### config.mk
export PLATFORM = sky130hd
export DESIGN_NAME = hbct_ctrl
export DESIGN_NICKNAME = d
export VERILOG_FILES = /design/src/rtl/core/hbct_pkg.sv /design/src/rtl/core/hbct_ctrl.sv
export SDC_FILE = /design/constraint.sdc
export NUM_CORES = 1
export LEC_CHECK = 0
export ABC_AREA = 1
export BUFFER_PORTS_ARGS = -buffer_cell sky130_fd_sc_hd__clkbuf_2
export CAP_MARGIN = 20
export CORE_AREA = 2 2 49 51
export DETAILED_ROUTE_END_ITERATION = 10
export DIE_AREA = 0 0 51 53
export PLACE_DENSITY_LB_ADDON = 0.25
export RECOVER_POWER = 25
export SLEW_MARGIN = 20
export SYNTH_ARGS = -nofsm -noshare
export SYNTH_HDL_FRONTEND = slang
export SYNTH_SLANG_ARGS = --single-unit
export TNS_END_PERCENT = 5
### constraint.sdc
create_clock -name clk_i -period 3.9 [get_ports clk_i]
set_input_delay 0.78 -clock clk_i [delete_from_list [all_inputs] [get_ports clk_i]]
set_output_delay 0.78 -clock clk_i [all_outputs]
set_load 0.02 [all_outputs]
### src/rtl/core/hbct_pkg.sv
`default_nettype none

package hbct_pkg;

  typedef enum logic [1:0] {
    ACT_GET     = 2'd0,
    ACT_RELEASE = 2'd1,
    ACT_PIN     = 2'd2,
    ACT_NONE    = 2'd3
  } action_e;

  typedef enum logic [1:0] {
    ST_OK     = 2'd0,
    ST_NOFREE = 2'd1,
    ST_UNDER  = 2'd2,
    ST_OVER   = 2'd3
  } status_e;

  localparam logic [31:0] HashMul   = 32'h045d9f3b;
  localparam int          HashShift = 16;
  localparam logic [7:0]  RefMax    = 8'hFF;
  localparam int          Nibbles   = 8;

  typedef enum logic [9:0] {
    S_IDLE  = 10'b0000000001,
    S_HASH1 = 10'b0000000010,
    S_HASH2 = 10'b0000000100,
    S_HASH3 = 10'b0000001000,
    S_MOD   = 10'b0000010000,
    S_SETUP = 10'b0000100000,
    S_SRCH  = 10'b0001000000,
    S_ALLOC = 10'b0010000000,
    S_SLOT  = 10'b0100000000,
    S_FIN   = 10'b1000000000
  } state_e;

  typedef struct packed {
    logic load;
    logic hash1;
    logic hash2;
    logic hash3;
    logic mod_step;
    logic setup;
    logic srch;
    logic alloc;
    logic slot_op;
    logic emit;
  } cmd_t;

  typedef struct packed {
    logic mod_last;
    logic match;
    logic free;
    logic wrap;
    logic out_free;
  } sts_t;

endpackage

`default_nettype wire

### src/rtl/core/hbct_ctrl.sv
`default_nettype none

module hbct_ctrl (
  input  logic             clk_i,
  input  logic             rst_ni,
  input  logic             in_valid_i,
  input  logic [1:0]       action_i,
  input  hbct_pkg::sts_t   sts_i,
  output hbct_pkg::cmd_t   cmd_o,
  output logic             in_stall_o
);

  hbct_pkg::state_e state_q, state_d;

  always_ff @(posedge clk_i or negedge rst_ni) begin
    if (!rst_ni) begin
      state_q <= hbct_pkg::S_IDLE;
    end else begin
      state_q <= state_d;
    end
  end

  always_comb begin
    cmd_o      = '0;
    state_d    = state_q;
    in_stall_o = (state_q != hbct_pkg::S_IDLE);
    case (state_q)
      hbct_pkg::S_IDLE: begin
        if (in_valid_i) begin
          cmd_o.load = 1'b1;
          case (hbct_pkg::action_e'(action_i))
            hbct_pkg::ACT_GET:     state_d = hbct_pkg::S_HASH1;
            hbct_pkg::ACT_RELEASE: state_d = hbct_pkg::S_SLOT;
            hbct_pkg::ACT_PIN:     state_d = hbct_pkg::S_SLOT;
            default:               state_d = hbct_pkg::S_FIN;
          endcase
        end
      end
      hbct_pkg::S_HASH1: begin
        cmd_o.hash1 = 1'b1;
        state_d     = hbct_pkg::S_HASH2;
      end
      hbct_pkg::S_HASH2: begin
        cmd_o.hash2 = 1'b1;
        state_d     = hbct_pkg::S_HASH3;
      end
      hbct_pkg::S_HASH3: begin
        cmd_o.hash3 = 1'b1;
        state_d     = hbct_pkg::S_MOD;
      end
      hbct_pkg::S_MOD: begin
        cmd_o.mod_step = 1'b1;
        if (sts_i.mod_last) state_d = hbct_pkg::S_SETUP;
      end
      hbct_pkg::S_SETUP: begin
        cmd_o.setup = 1'b1;
        state_d     = hbct_pkg::S_SRCH;
      end
      hbct_pkg::S_SRCH: begin
        cmd_o.srch = 1'b1;
        if (sts_i.match) begin
          state_d = hbct_pkg::S_FIN;
        end else if (sts_i.wrap) begin
          state_d = hbct_pkg::S_ALLOC;
        end
      end
      hbct_pkg::S_ALLOC: begin
        cmd_o.alloc = 1'b1;
        if (sts_i.free || sts_i.wrap) state_d = hbct_pkg::S_FIN;
      end
      hbct_pkg::S_SLOT: begin
        cmd_o.slot_op = 1'b1;
        state_d       = hbct_pkg::S_FIN;
      end
      hbct_pkg::S_FIN: begin
        if (sts_i.out_free) begin
          cmd_o.emit = 1'b1;
          state_d    = hbct_pkg::S_IDLE;
        end
      end
      default: begin
        state_d = hbct_pkg::S_IDLE;
      end
    endcase
  end

endmodule

`default_nettype wire

Word-level counts from Yosys, hierarchy flattened
Index checks and enable logic that the tools add are counted.
{"block": "totals", "register_bits": 10, "out_inout_bits": 11}
{"block": "classes", "n_mux": 20, "reduce_logical": 4, "eq_ne": 18}
{"operator": "10-bit one-hot mux with 10 select lines", "count": 1}
{"operator": "10-bit 2-to-1 mux", "count": 6}
{"operator": "10-bit one-hot mux with 2 select lines", "count": 1}
{"operator": "1-bit 2-to-1 mux", "count": 12}
{"operator": "10-bit by 1-bit == test with 1-bit output (second input constant)", "count": 1}
{"operator": "10-bit == test (second input constant)", "count": 1}
{"operator": "10-bit by 2-bit == test with 1-bit output (second input constant)", "count": 1}
{"operator": "10-bit by 3-bit == test with 1-bit output (second input constant)", "count": 1}
{"operator": "10-bit by 4-bit == test with 1-bit output (second input constant)", "count": 1}
{"operator": "10-bit by 5-bit == test with 1-bit output (second input constant)", "count": 1}
{"operator": "10-bit by 6-bit == test with 1-bit output (second input constant)", "count": 1}
{"operator": "10-bit by 7-bit == test with 1-bit output (second input constant)", "count": 1}
{"operator": "10-bit by 8-bit == test with 1-bit output (second input constant)", "count": 1}
{"operator": "10-bit by 9-bit == test with 1-bit output (second input constant)", "count": 1}
{"operator": "10-bit by 1-bit inequality test with 1-bit output (second input constant)", "count": 1}
{"operator": "2-bit inequality test (second input constant)", "count": 4}
{"operator": "5-bit AND reduction", "count": 1}
{"operator": "3-bit inequality test (second input constant)", "count": 1}
{"operator": "2-bit by 1-bit == test with 1-bit output (second input constant)", "count": 1}
{"operator": "2-bit == test (second input constant)", "count": 1}
{"operator": "2-bit zero test", "count": 1}
{"operator": "2-bit OR reduction", "count": 1}
{"operator": "1-bit logical OR", "count": 1}

Longest topological paths before layout
{"block": "logic_depth", "word_depth": 5, "mapped_depth": 11}

Worst setup path before layout
Ideal clock, no wire load.
{"block": "synth_timing", "kind": "register to output", "start": "register state_q[7]", "end": "output port cmd_o[9] (netlist bit)", "arrival_time_ns": 1.203, "path_stages_with_launch": 6, "setup_slack_ns": 1.917, "required_time_ns": 3.120, "path_buffers": 0, "path_cell_list": "dfrtp_1 > nor2_2 > nand2_4 > inv_2 > nand3_2 > nor2_1"}
{"element": "start, declared", "line": "hbct_ctrl.sv:13", "text": "hbct_pkg::state_e state_q, state_d;"}
{"element": "start signal, assigned", "line": "hbct_ctrl.sv:17", "text": "state_q <= hbct_pkg::S_IDLE;"}
{"element": "start signal, assigned", "line": "hbct_ctrl.sv:19", "text": "state_q <= state_d;"}
{"element": "end, declared", "line": "hbct_ctrl.sv:9", "text": "output hbct_pkg::cmd_t cmd_o,"}

==> summary.txt <==
Placed design
  • Detail Placement HPWL: 1438 um
  • PortBufs: 20
  • RePlAce Congestion: 0.8766
  • Inst Count DP: 169

Synthesis
  • Top post-synthesis cells by area: dfrtp_1 28%, inv_1 14%, nand2_1 13%
  • Area leader, netlist: dfrtp_1
  • Seq cells post-synth: 10
  • Post-synth cell types: 18
  • Syn Area/Cell: 6.752 um^2
  • Post-synthesis sequential area ratio: 30.78%
  • Mapped Cells: 121
  • Top cell type's share of synthesized area: 27.57%
  • Synth warn: 0
  • Syn nets: 133
  • Post-Syn Area: 817.0 um^2

Floorplan
  • Core area: 0.002148 mm^2
  • Top-level I/O count: 21
  • # rows: 17
  • Die ar.: 0.002703 mm^2
  • Die H: 53 um
  • Initial Utilization: 38.03%
  • Die W: 51 um

Worst setup path
  • RR Startpoint: state_q[0]$_DFFE_PN1P_
  • Reg2reg end: state_q[0]$_DFFE_PN1P_
  • Worst Path Required: 3.12 ns
  • R2R depth: 11
  • Critical path class: flop to output pin
  • CP arrival: 1.49 ns
  • R2r setup slk: 2.41 ns
  • CP Max Fanout: 4
  • Crit start category: flop
  • CP endpoint kind: output pin

Timing
  • Fin Hold WS: 0.4635 ns
  • Slew at the pin closest to its max-slew limit: 0.5520 ns
  • Period utilization: 58.13%
  • Final number of setup-violating endpoints: 0
  • Slew HR: 63.20%
  • Pins Over Slew Limit: 0
  • Minimum clock period: 2.267 ns
  • RSZ-0062 raised after global routing: false
  • Worst Skew: 0.003553 ns
  • Setup total negative slack: 0 ns
  • Final Hold Viols: 0
  • Fmax: 441.1 MHz

Finish
  • Share of cells above drive strength 1: 32.41%
  • # diodes: 0
  • Nets@finish: 158
  • Max reg flops: 10
  • Register with the most flip-flops: state_q
  • Fill count: 223
  • FF+latch area: 251.5 um^2
  • Final Util: 45.95%
  • Final std cells w/o fill: 173
  • Multi-input gate area in the final layout: 449.2 um^2
  • Biggest regs: state_q (10)
  • P&R area growth vs syn: 20.83%

Clocking
  • Clock Pin Slew Worst Setup and Hold Paths: 0.07 ns
  • CTS tree: built
  • CTS root buf: clkbuf_4
  • Clock latency on the worst-skew pair: 0.27 ns
  • Post-CTS setup buffer count: 0
  • H-tree Lvls: 1
  • Clock sinks: 10
  • Max Root-Sink Buffers: 2
  • Hold Buf Count CTS: 0
  • Post-cts gate resize count: 0
  • CTS buffer count: 3

Global route
  • First-pass GRT wire length: 2932 um
  • Initial antenna violation count: 0
  • Number of global-route vias before repair: 729
  • Gr ovfl total: 0
  • Largest net degree at the start of global routing: 11
  • Total Routing Usage GR: 14.87%

Route
  • Drt drc: 0
  • Routed WL: 1668 um
  • Post-route antenna net violation count: 0
  • Wirelength per Cell: 9.642 um
  • Vias after detailed routing: 765
  • Routed vias/inst: 4.422
  • First-pass DRT Iterations: 4
  • DRT iter0 DRCs: 23

Hold path
  • Hold crit path type: primary input to asynchronous set/reset pin

Power and ir drop
  • Overall power: 0.0006704 W
  • Static leakage: 0.6735 nW
  • PD cells: 679.1 mW/mm^2
  • Peak supply drop: 0.3889 mV

Flow run
  • Maxcap violations: 0

Outcome
  • Status: finished, final reports clean
[logic make-up (layout without fill, tap and decap cells)]
group	count (synthesis)	after routing	synth area share (%)
and+or+nand+nor	76	76	49.77
buffers and inverters	31	55	14.24
DFF	10	10	30.78
adders and majority gates	2	2	3.062
AOI/OAI and AO/OA	2	2	2.144
[per-stage QoR]
step / cell area, um^2 / setup slack (ns)
after floorplan: 817.0 / 1.917
after global placement: 952.2 / 1.954
after detailed placement: 952.2 / 1.928
after CTS: 988.4 / 1.615
after global routing: 987.2 / 1.529
final: 987.2 / 1.633
[synth_stat cells (all sizes together)]
| cell | n |
|---|---|
| inv | 31 |
| dfstp | 1 |
| nor2 | 27 |
| a21oi | 1 |
| nor3 | 2 |
| o21ai | 1 |
| nand3b | 1 |
| nand3 | 15 |
| ha | 2 |
| nand2 | 31 |
| dfrtp | 9 |
[final cells by class]
| cell class | count | area share [%] |
|---|---|---|
| tap | 28 | 3.549 |
| timing repair buffer | 20 | 10.01 |
| inverter | 31 | 11.79 |
| clock buffer | 4 | 3.676 |
| multi-input combinational | 80 | 45.50 |
| sequential | 10 | 25.48 |
[cells in the final DEF (no fill, tap or decap), types with 2 or more instances in the layout]
cell,netlist,layout
nor2_4,4,4
dfrtp_1,9,9
nor2_1,17,17
nand2_1,28,28
inv_1,30,30
nand3_1,10,10
clkbuf_4,0,3
nand3_2,5,5
nand2_4,2,2
ha_1,2,2
clkbuf_2,0,19
nor2_2,6,6
[layer usage]
layer	part of all wire, %	track usage, %	up-vias
met5	0	0	-
met4	2.2	11.71	0
met3	5.6	0.8475	4
met2	45	24.89	25
met1	47	17.77	333
li1	-	-	403
[report_power, final]
group          internal (W)  switching (W)  leakage, nW
clock             0.0000567      0.0000387       0.0210
combinational      0.000140       0.000283        0.517
sequential         0.000131      0.0000206        0.135
total              0.000328       0.000343        0.674
[worst max-delay path by stage]
stage                      startpoint       end  slack (ns)  cells past startpoint
6_report       state_q[2]$_DFFE_PN0P_  cmd_o[3]        1.63                      6
5_1_grt        state_q[7]$_DFFE_PN0P_  cmd_o[1]        1.53                      6
4_1_cts        state_q[2]$_DFFE_PN0P_  cmd_o[3]        1.62                      6
3_5_place_dp   state_q[2]$_DFFE_PN0P_  cmd_o[3]        1.93                      6
3_3_place_gp   state_q[7]$_DFFE_PN0P_  cmd_o[1]        1.95                      6
2_1_floorplan  state_q[7]$_DFFE_PN0P_  cmd_o[9]        1.92                      5
[worst max-delay path, stage by stage (launching register included)]
cell and delay [ns]:
dfrtp_1 0.42, nor2_4 0.18, nand2_4 0.10, nor2_4 0.17
nand2_1 0.11, inv_1 0.08, clkbuf_2 0.16
(Power assumes the default switching activity.)
